File: src/rtl/core/aff_pkg.sv
`timescale 1ns / 1ps
`default_nettype none
// ----------------------------------------------------------------------------
// Affine cipher package
// Shared widths, microcode operations, jump conditions and the control store.
// ----------------------------------------------------------------------------
package aff_pkg;

    localparam int SYMBOL_BITS = 8;
    localparam int SW          = SYMBOL_BITS + 2;
    localparam int PW          = 2 * SYMBOL_BITS;
    localparam int QW          = 2 * SYMBOL_BITS + 3;
    localparam int CNT_BITS    = $clog2(2 * SYMBOL_BITS + 1);
    localparam int PC_BITS     = 5;
    localparam int IDX_BITS    = 2;

    typedef logic [SYMBOL_BITS-1:0] t_sym;
    typedef logic [PC_BITS-1:0]     t_pc;
    typedef logic [IDX_BITS-1:0]    t_idx;

    localparam t_idx REG_MODULUS  = 2'd0;
    localparam t_idx REG_KEY_MULT = 2'd1;
    localparam t_idx REG_KEY_ADD  = 2'd2;

    typedef enum logic [4:0] {
        OP_NOP,
        OP_INIT,
        OP_DIV_EUC,
        OP_DIV_STEP,
        OP_MUL_QS,
        OP_EUC_UPD,
        OP_SET_VALID,
        OP_ENC_MUL,
        OP_DIV_LONG,
        OP_RES_REM,
        OP_INV_NEG,
        OP_INV_HIGH,
        OP_DIV_X,
        OP_SAVE_XM,
        OP_DIV_B,
        OP_DIFF,
        OP_DIFF_FIX,
        OP_DEC_MUL,
        OP_RES_ZERO,
        OP_FINISH
    } t_op;

    typedef enum logic [2:0] {
        COND_NEXT,
        COND_ALWAYS,
        COND_M_ZERO,
        COND_R2_ZERO,
        COND_DIV_MORE,
        COND_DEC,
        COND_KEY_BAD
    } t_cond;

    typedef struct packed {
        t_op   op;
        t_cond cond;
        t_pc   target;
    } t_ctl;

    typedef struct packed {
        logic m_zero;
        logic r2_zero;
        logic div_more;
        logic dec;
        logic key_bad;
    } t_stat;

    localparam t_pc PC_START    = 5'd0;
    localparam t_pc PC_EUC_TOP  = 5'd1;
    localparam t_pc PC_EUC_DIV  = 5'd2;
    localparam t_pc PC_EUC_STEP = 5'd3;
    localparam t_pc PC_EUC_MUL  = 5'd4;
    localparam t_pc PC_EUC_UPD  = 5'd5;
    localparam t_pc PC_EUC_END  = 5'd6;
    localparam t_pc PC_ENC_MUL  = 5'd7;
    localparam t_pc PC_MOD_LOAD = 5'd8;
    localparam t_pc PC_MOD_STEP = 5'd9;
    localparam t_pc PC_MOD_RES  = 5'd10;
    localparam t_pc PC_INV_NEG  = 5'd11;
    localparam t_pc PC_INV_HIGH = 5'd12;
    localparam t_pc PC_XM_LOAD  = 5'd13;
    localparam t_pc PC_XM_STEP  = 5'd14;
    localparam t_pc PC_XM_SAVE  = 5'd15;
    localparam t_pc PC_BM_LOAD  = 5'd16;
    localparam t_pc PC_BM_STEP  = 5'd17;
    localparam t_pc PC_DIFF     = 5'd18;
    localparam t_pc PC_DIFF_FIX = 5'd19;
    localparam t_pc PC_DEC_MUL  = 5'd20;
    localparam t_pc PC_ZERO     = 5'd21;
    localparam t_pc PC_FIN      = 5'd22;

    function automatic t_ctl aff_cw(input t_op op, input t_cond cond, input t_pc target);
        t_ctl w;
        w.op     = op;
        w.cond   = cond;
        w.target = target;
        return w;
    endfunction

    function automatic t_ctl aff_rom(input t_pc pc);
        t_ctl w;
        unique case (pc)
            PC_START:    w = aff_cw(OP_INIT,      COND_M_ZERO,   PC_ZERO);
            PC_EUC_TOP:  w = aff_cw(OP_NOP,       COND_R2_ZERO,  PC_EUC_END);
            PC_EUC_DIV:  w = aff_cw(OP_DIV_EUC,   COND_NEXT,     PC_START);
            PC_EUC_STEP: w = aff_cw(OP_DIV_STEP,  COND_DIV_MORE, PC_EUC_STEP);
            PC_EUC_MUL:  w = aff_cw(OP_MUL_QS,    COND_NEXT,     PC_START);
            PC_EUC_UPD:  w = aff_cw(OP_EUC_UPD,   COND_ALWAYS,   PC_EUC_TOP);
            PC_EUC_END:  w = aff_cw(OP_SET_VALID, COND_DEC,      PC_INV_NEG);
            PC_ENC_MUL:  w = aff_cw(OP_ENC_MUL,   COND_NEXT,     PC_START);
            PC_MOD_LOAD: w = aff_cw(OP_DIV_LONG,  COND_NEXT,     PC_START);
            PC_MOD_STEP: w = aff_cw(OP_DIV_STEP,  COND_DIV_MORE, PC_MOD_STEP);
            PC_MOD_RES:  w = aff_cw(OP_RES_REM,   COND_ALWAYS,   PC_FIN);
            PC_INV_NEG:  w = aff_cw(OP_INV_NEG,   COND_KEY_BAD,  PC_ZERO);
            PC_INV_HIGH: w = aff_cw(OP_INV_HIGH,  COND_NEXT,     PC_START);
            PC_XM_LOAD:  w = aff_cw(OP_DIV_X,     COND_NEXT,     PC_START);
            PC_XM_STEP:  w = aff_cw(OP_DIV_STEP,  COND_DIV_MORE, PC_XM_STEP);
            PC_XM_SAVE:  w = aff_cw(OP_SAVE_XM,   COND_NEXT,     PC_START);
            PC_BM_LOAD:  w = aff_cw(OP_DIV_B,     COND_NEXT,     PC_START);
            PC_BM_STEP:  w = aff_cw(OP_DIV_STEP,  COND_DIV_MORE, PC_BM_STEP);
            PC_DIFF:     w = aff_cw(OP_DIFF,      COND_NEXT,     PC_START);
            PC_DIFF_FIX: w = aff_cw(OP_DIFF_FIX,  COND_NEXT,     PC_START);
            PC_DEC_MUL:  w = aff_cw(OP_DEC_MUL,   COND_ALWAYS,   PC_MOD_LOAD);
            PC_ZERO:     w = aff_cw(OP_RES_ZERO,  COND_NEXT,     PC_START);
            PC_FIN:      w = aff_cw(OP_FINISH,    COND_NEXT,     PC_START);
            default:     w = aff_cw(OP_FINISH,    COND_NEXT,     PC_START);
        endcase
        return w;
    endfunction

endpackage
`default_nettype wire

File: src/rtl/core/aff_dpath.sv
`timescale 1ns / 1ps
`default_nettype none
// ----------------------------------------------------------------------------
// Affine cipher datapath
// Working registers, a shared restoring divider, three multipliers and the
// Bezout coefficient update, each operation selected by the microcode.
// ----------------------------------------------------------------------------
module aff_dpath (
    input  wire logic          i_clk,
    input  wire logic          i_load,
    input  wire logic          i_func,
    input  wire aff_pkg::t_sym i_symbol,
    input  wire aff_pkg::t_sym i_modulus,
    input  wire aff_pkg::t_sym i_key_mult,
    input  wire aff_pkg::t_sym i_key_add,
    input  wire aff_pkg::t_op  i_op,
    output aff_pkg::t_stat     o_stat,
    output aff_pkg::t_sym      o_res,
    output logic               o_key_valid
);
    import aff_pkg::*;

    localparam int W = SYMBOL_BITS;

    logic                  r_func;
    logic [W-1:0]          r_x;
    logic [W-1:0]          r_r1;
    logic [W-1:0]          r_r2;
    logic signed [SW-1:0]  r_s1;
    logic signed [SW-1:0]  r_s2;
    logic signed [QW-1:0]  r_qs;
    logic [W-1:0]          r_rem;
    logic [PW-1:0]         r_dq;
    logic [W-1:0]          r_div;
    logic [CNT_BITS-1:0]   r_cnt;
    logic [PW-1:0]         r_prod;
    logic [W-1:0]          r_t;
    logic [W:0]            r_d;
    logic                  r_valid;
    logic [W-1:0]          r_res;

    logic [W:0]            w_trial;
    logic [W:0]            w_sub;
    logic                  w_ge;
    logic signed [W:0]     w_quo;
    logic signed [QW-1:0]  w_snew;
    logic signed [SW-1:0]  w_m_s;

    assign w_trial = {r_rem, r_dq[PW-1]};
    assign w_ge    = (w_trial >= {1'b0, r_div});
    assign w_sub   = w_trial - {1'b0, r_div};
    assign w_quo   = $signed({1'b0, r_dq[W-1:0]});
    assign w_snew  = QW'(r_s1) - r_qs;
    assign w_m_s   = $signed({2'b00, i_modulus});

    always_ff @(posedge i_clk) begin
        if (i_load) begin
            r_func <= i_func;
            r_x    <= i_symbol;
        end
        unique case (i_op)
            OP_INIT: begin
                r_r1    <= i_key_mult;
                r_r2    <= i_modulus;
                r_s1    <= SW'(1);
                r_s2    <= '0;
                r_valid <= 1'b0;
            end
            OP_DIV_EUC: begin
                r_dq  <= {r_r1, W'(0)};
                r_div <= r_r2;
                r_rem <= '0;
                r_cnt <= CNT_BITS'(W);
            end
            OP_DIV_X: begin
                r_dq  <= {r_x, W'(0)};
                r_div <= i_modulus;
                r_rem <= '0;
                r_cnt <= CNT_BITS'(W);
            end
            OP_DIV_B: begin
                r_dq  <= {i_key_add, W'(0)};
                r_div <= i_modulus;
                r_rem <= '0;
                r_cnt <= CNT_BITS'(W);
            end
            OP_DIV_LONG: begin
                r_dq  <= r_prod;
                r_div <= i_modulus;
                r_rem <= '0;
                r_cnt <= CNT_BITS'(PW);
            end
            OP_DIV_STEP: begin
                r_rem <= w_ge ? w_sub[W-1:0] : w_trial[W-1:0];
                r_dq  <= {r_dq[PW-2:0], w_ge};
                r_cnt <= r_cnt - CNT_BITS'(1);
            end
            OP_MUL_QS: begin
                r_qs <= QW'(w_quo) * QW'(r_s2);
            end
            OP_EUC_UPD: begin
                r_r1 <= r_r2;
                r_r2 <= r_rem;
                r_s1 <= r_s2;
                r_s2 <= w_snew[SW-1:0];
            end
            OP_SET_VALID: begin
                r_valid <= (r_r1 == W'(1));
            end
            OP_ENC_MUL: begin
                r_prod <= PW'(r_x) * PW'(i_key_mult) + PW'(i_key_add);
            end
            OP_INV_NEG: begin
                if (r_s1 < 0) begin
                    r_s1 <= r_s1 + w_m_s;
                end
            end
            OP_INV_HIGH: begin
                if (r_s1 >= w_m_s) begin
                    r_s1 <= r_s1 - w_m_s;
                end
            end
            OP_SAVE_XM: begin
                r_t <= r_rem;
            end
            OP_DIFF: begin
                r_d <= {1'b0, r_t} + {1'b0, i_modulus} - {1'b0, r_rem};
            end
            OP_DIFF_FIX: begin
                if (r_d >= {1'b0, i_modulus}) begin
                    r_d <= r_d - {1'b0, i_modulus};
                end
            end
            OP_DEC_MUL: begin
                r_prod <= PW'(r_d[W-1:0]) * PW'(r_s1[W-1:0]);
            end
            OP_RES_REM: begin
                r_res <= r_rem;
            end
            OP_RES_ZERO: begin
                r_res <= '0;
            end
            default: begin
            end
        endcase
    end

    assign o_stat.m_zero   = (i_modulus == '0);
    assign o_stat.r2_zero  = (r_r2 == '0);
    assign o_stat.div_more = (r_cnt != CNT_BITS'(1));
    assign o_stat.dec      = r_func;
    assign o_stat.key_bad  = ~r_valid;
    assign o_res           = r_res;
    assign o_key_valid     = r_valid;

endmodule
`default_nettype wire

File: src/rtl/core/affine_cipher_mod_m.sv
`timescale 1ns / 1ps
`default_nettype none
// ----------------------------------------------------------------------------
// Affine cipher modulo m
// Encrypts or decrypts one symbol index per item with keys a and b modulo a
// configured alphabet size, using a microcoded sequencer over a small datapath.
//
//   Channel   Direction   Handshake                    Payload
//   input     in          i_in_valid / o_in_stall      i_func, i_symbol_in
//   result    out         o_out_valid / i_out_stall    o_symbol_out, o_key_valid
//   config    in          i_cfg_we                     i_cfg_index, i_cfg_data
//
// Each Euclid iteration runs the shared one-bit-per-cycle divider.
// Reset restores modulus 26, key_mult 1 and key_add 0 and empties the block.
// A new item is accepted while a finished result waits in the output register.
// ----------------------------------------------------------------------------
module affine_cipher_mod_m (
    input  wire logic          i_clk,
    input  wire logic          i_rst_n,
    input  wire logic          i_in_valid,
    output logic               o_in_stall,
    input  wire logic          i_func,
    input  wire aff_pkg::t_sym i_symbol_in,
    output logic               o_out_valid,
    input  wire logic          i_out_stall,
    output aff_pkg::t_sym      o_symbol_out,
    output logic               o_key_valid,
    input  wire logic          i_cfg_we,
    input  wire aff_pkg::t_idx i_cfg_index,
    input  wire aff_pkg::t_sym i_cfg_data
);
    import aff_pkg::*;

    t_sym  r_modulus;
    t_sym  r_key_mult;
    t_sym  r_key_add;
    logic  r_busy;
    t_pc   r_pc;
    logic  r_out_valid;
    t_sym  r_symbol_out;
    logic  r_key_valid;

    t_ctl  w_ctl;
    t_op   w_op;
    t_stat w_stat;
    t_sym  w_res;
    logic  w_key_valid;
    logic  w_accept;
    logic  w_take;
    logic  w_finish;
    logic  w_out_free;

    assign w_ctl      = aff_rom(r_pc);
    assign w_op       = r_busy ? w_ctl.op : OP_NOP;
    assign w_accept   = i_in_valid & ~r_busy;
    assign w_out_free = ~r_out_valid | ~i_out_stall;
    assign w_finish   = r_busy & (w_ctl.op == OP_FINISH) & w_out_free;

    always_comb begin
        unique case (w_ctl.cond)
            COND_NEXT:     w_take = 1'b0;
            COND_ALWAYS:   w_take = 1'b1;
            COND_M_ZERO:   w_take = w_stat.m_zero;
            COND_R2_ZERO:  w_take = w_stat.r2_zero;
            COND_DIV_MORE: w_take = w_stat.div_more;
            COND_DEC:      w_take = w_stat.dec;
            COND_KEY_BAD:  w_take = w_stat.key_bad;
            default:       w_take = 1'b0;
        endcase
    end

    aff_dpath u_dpath (
        .i_clk       (i_clk),
        .i_load      (w_accept),
        .i_func      (i_func),
        .i_symbol    (i_symbol_in),
        .i_modulus   (r_modulus),
        .i_key_mult  (r_key_mult),
        .i_key_add   (r_key_add),
        .i_op        (w_op),
        .o_stat      (w_stat),
        .o_res       (w_res),
        .o_key_valid (w_key_valid)
    );

    always_ff @(posedge i_clk) begin
        if (!i_rst_n) begin
            r_modulus  <= SYMBOL_BITS'(26);
            r_key_mult <= SYMBOL_BITS'(1);
            r_key_add  <= '0;
        end else if (i_cfg_we) begin
            unique case (i_cfg_index)
                REG_MODULUS:  r_modulus  <= i_cfg_data;
                REG_KEY_MULT: r_key_mult <= i_cfg_data;
                REG_KEY_ADD:  r_key_add  <= i_cfg_data;
                default: begin
                end
            endcase
        end
    end

    always_ff @(posedge i_clk) begin
        if (!i_rst_n) begin
            r_busy      <= 1'b0;
            r_pc        <= PC_START;
            r_out_valid <= 1'b0;
        end else begin
            if (w_accept) begin
                r_busy <= 1'b1;
                r_pc   <= PC_START;
            end else if (w_finish) begin
                r_busy <= 1'b0;
            end else if (r_busy && w_ctl.op != OP_FINISH) begin
                r_pc <= w_take ? w_ctl.target : r_pc + PC_BITS'(1);
            end
            if (w_finish) begin
                r_out_valid <= 1'b1;
            end else if (!i_out_stall) begin
                r_out_valid <= 1'b0;
            end
        end
    end

    always_ff @(posedge i_clk) begin
        if (w_finish) begin
            r_symbol_out <= w_res;
            r_key_valid  <= w_key_valid;
        end
    end

    assign o_in_stall   = r_busy;
    assign o_out_valid  = r_out_valid;
    assign o_symbol_out = r_symbol_out;
    assign o_key_valid  = r_key_valid;

endmodule
`default_nettype wire
File: config.mk
export PLATFORM = sky130hd
export DESIGN_NAME = affine_cipher_mod_m
export DESIGN_NICKNAME = d
export VERILOG_FILES = /design/src/rtl/core/aff_pkg.sv /design/src/rtl/core/aff_dpath.sv /design/src/rtl/core/affine_cipher_mod_m.sv
export SDC_FILE = /design/constraint.sdc
export NUM_CORES = 1
export LEC_CHECK = 0
export ABC_AREA = 1
export BUFFER_PORTS_ARGS = -buffer_cell sky130_fd_sc_hd__buf_4
export CELL_PAD_IN_SITES_DETAIL_PLACEMENT = 0
export CELL_PAD_IN_SITES_GLOBAL_PLACEMENT = 1
export CORE_UTILIZATION = 25
export DETAILED_ROUTE_END_ITERATION = 8
export PLACE_DENSITY = 0.58
export SYNTH_ARGS = -nofsm -noshare
export SYNTH_HDL_FRONTEND = slang
export SYNTH_HIERARCHICAL = 1
export SYNTH_SLANG_ARGS = --single-unit
File: constraint.sdc
create_clock -name i_clk -period 6.6 [get_ports i_clk]
set_input_delay 1.98 -clock i_clk [delete_from_list [all_inputs] [get_ports i_clk]]
set_output_delay 1.98 -clock i_clk [all_outputs]
set_load 0.05 [all_outputs]
==> results.ini <==
[logic_synthesis]
synth_area_um2 = 17100
yosysWarnings = 6
yosysSeqAreaShare = 0.304
synth_cell_types = 54
yosys_register_bits = 187
avgSynthCellArea_um2 = 7.85
synthCells = 2171
synth.net_count = 2467
synth_async_sr_flop_share = 0
synth_edf_count = 143
synth_ff_type = edfxtp_1

[route]
final_antenna_net_count = 0
drcViolationCount = 0
post_drt_wl_per_cell_um = 15.5
drt-vias-per-instance = 4.42
drtIter0Drc = 791
wl_um = 47200
drtPass1Iterations = 5
num_vias = 13500

[clocking]
cts_tree = done
cts_buffer_depth = 2
cts_resized = 0
cts_setup_buffers = 0
holdBufCountCts = 0
clk_latency_ns = 0.50
clockRootBuffer = clkbuf_16
numCtsBuffers = 17
clock-sinks = 187
clk_transition_reported_paths_ns = 0.07
htreeDepth = 4

[sta]
fin_skew_ns = 0.0134
rsz0062_at_grt = false
fmax_ghz = 0.225
setup_tns_ns = 0
worstMarginPinSlew_ns = 1.20
setup_viol = 0
slew_headroom = 0.197
slew_violations = 0
finalCriticalPeriod_ns = 4.44
min_period_over_period = 0.672
hold_viol_final = 0

[global_route]
grt_pass1_wl_um = 77000
grt_pass1_vias = 13700
antenna_found_initial = 0
grt-ovfl-total = 0
grt_max_degree = 35
grt_usage = 0.142

[finish]
fillers = 7354
n_antenna_cell = 0
final_design_area_no_fill_um2 = 18700
nNetsFinal = 2462
utilization = 0.278
layoutNonFillerInstCount = 3052
drive_above_1_share = 0.0642
area_growth_pct = 9.72

[setup_path]
rr_worst_depth = 15
reg2reg_setup_slack_ns = 2.16
end_kind = flop
required_ns = 6.85
reg2reg_from = u_dpath/r_s1[7]
worst-setup-path-type = reg2reg
worstPathMaxFanout = 11
r2r_end = u_dpath/r_prod[14]
critPathCapture = u_dpath/r_prod[14]
crit_start = u_dpath/r_s1[7]
startpoint_type = flop
worstPathArrival_ns = 4.69

[floorplan]
fp.dieH_um = 263
rows = 95
dieArea_um2 = 69200
die_x_um = 263
initial_utilization = 0.253
core_um2 = 67300
ios = 35

[placed_design]
placed_cells = 3020
placed_cell_area_um2 = 18100
io_buffers = 34
routabilityCongestion = 0.850
place_hpwl_um = 38100

[power]
power_switching_mw = 1.36
cellLeakagePower_nw = 9.62
clkPwrFrac = 0.289
switching_share = 0.374
seq_power_share = 0.391
p_per_area_nw_per_um2 = 194
p_total_mw = 3.63
vdd_drop_max_mv = 0.215
combinationalPowerShare = 0.319
p_int_mw = 2.27

[hold_path]
worstHoldPathCells = 0
min_path_type = reg2reg

[run_status]
status = finished, final reports clean

[job]
max-cap-violations = 0

[cell usage in the layout (no fill, tap or decap), types with 5 or more instances in the layout]
cell type  instances
edfxtp_1         143
nor3_1            10
nand4_1           33
a32oi_1            7
nand3_1          122
fa_1             117
buf_4             39
a21o_1             8
nand2_2           10
a31oi_1            6
o21bai_1           8
nor2_2             5
inv_2             17
inv_1            464
dfxtp_1           44
a22o_1             7
nand2_1          544
nand3_2            6
o21ai_0           88
clkbuf_16         17
ha_1             155
nor2_4             5
a21oi_1           62
or2_2              7
o21ai_1           22
xnor2_1           10
nor2_1           150
xor2_1            15
[how the worst min path moves through the flow]
stage                     start               to
2_1_floorplan  u_dpath/o_res[0]  o_symbol_out[0]
3_3_place_gp   u_dpath/o_res[2]  o_symbol_out[2]
3_5_place_dp   u_dpath/o_res[0]  o_symbol_out[0]
4_1_cts        u_dpath/o_res[0]  o_symbol_out[0]
5_1_grt        u_dpath/o_res[0]  o_symbol_out[0]
6_report       u_dpath/o_res[0]  o_symbol_out[0]
[kinds of logic (layout without fill, tap and decap cells)]
kind of cell / Yosys count / in the layout / synth area share
and+or+nand+nor: 904 / 904 / 0.227
buffers and inverters: 546 / 554 / 0.125
AOI/OAI and AO/OA: 236 / 236 / 0.0809
xor gates and xnor gates: 25 / 25 / 0.0128
adders and majority gates: 272 / 272 / 0.251
muxes: 1 / 1 / 0.000587
DFF: 187 / 187 / 0.304
[flip-flops by register name (all words and copies together), names as in the netlist, 9 cells and up]
signal	flops
w_ctl	13
u_dpath/r_d	9
u_dpath/r_s2	10
u_dpath/r_prod	16
u_dpath/r_dq	16
u_dpath/r_s1	10
u_dpath/r_qs	10
[worst max-delay path, stage by stage (launching register included)]
cell      delay (ns)
edfxtp_1        0.61
nand2_1         0.14
fa_1            0.53
fa_1            0.56
inv_1           0.06
fa_1            0.54
inv_1           0.06
fa_1            0.54
inv_1           0.04
ha_1            0.35
a21oi_1         0.20
nor2_1          0.07
o21ai_0         0.22
nand4_1         0.12
nand3_1         0.10
nand2_1         0.06
[final cells by class]
class,count,area (um^2),share of cell area
Clock buffer,17,425,0.0227
Inverter,483,1820,0.0971
Sequential cell,187,5170,0.277
Tap cell,873,1090,0.0584
Clock inverter,15,153,0.00816
Multi-Input combinational cell,1438,9750,0.521
Timing Repair Buffer,39,293,0.0157
[Yosys cell counts, types with 4 or more instances]
cell	number	area [um^2]
xnor2_1	10	87.6
nand3_2	6	60.1
nand2_1	544	2040
o21bai_1	8	60.1
a21oi_1	62	310
xor2_1	15	131
a31oi_1	6	37.5
nand3_1	122	611
nand2_4	4	45.0
nor3_1	10	50.1
a22o_1	7	61.3
o21ai_2	4	35.0
inv_2	17	63.8
o31ai_1	4	30.0
buf_4	5	37.5
nor2_4	5	56.3
edfxtp_1	143	4290
inv_1	464	1740
fa_1	117	2340
nand4_1	33	206
o21ai_0	89	445
buf_2	14	70.1
nor2_1	150	563
nor2_2	5	31.3
clkbuf_1	40	150
o211ai_1	4	30.0
ha_1	155	1940
a21o_1	8	60.1
or2_2	7	43.8
a32oi_1	7	61.3
dfxtp_1	44	881
o21ai_1	21	105
nand2_2	10	62.6
[routing by layer]
metal | wire length (um) | up-vias | GRT usage
li1 | - | 6793 | -
met1 | 23400 | 6461 | 0.195
met5 | 0 | - | 0
met2 | 21700 | 203 | 0.233
met3 | 1360 | 41 | 0.0204
met4 | 745 | 0 | 0.0397
[per-stage QoR]
stage                     setup slack, ns  hold WS [ns]
final                                2.16         0.423
after global routing                 1.85         0.431
after CTS                            2.15         0.426
after detailed placement             2.17         0.409
after global placement               2.22         0.409
after floorplan                      2.45         0.400
[power by group through the flow]
stage / clock network, mW / registers (mW) / logic, mW
final: 1.05 / 1.42 / 1.16
after global routing: 1.13 / 1.43 / 1.37
after CTS: 1.09 / 1.42 / 1.18
after detailed placement: 0 / 1.45 / 1.17
after global placement: 0 / 1.45 / 1.17
after floorplan: 0 / 1.39 / 0.900
(Power assumes the default switching activity.)
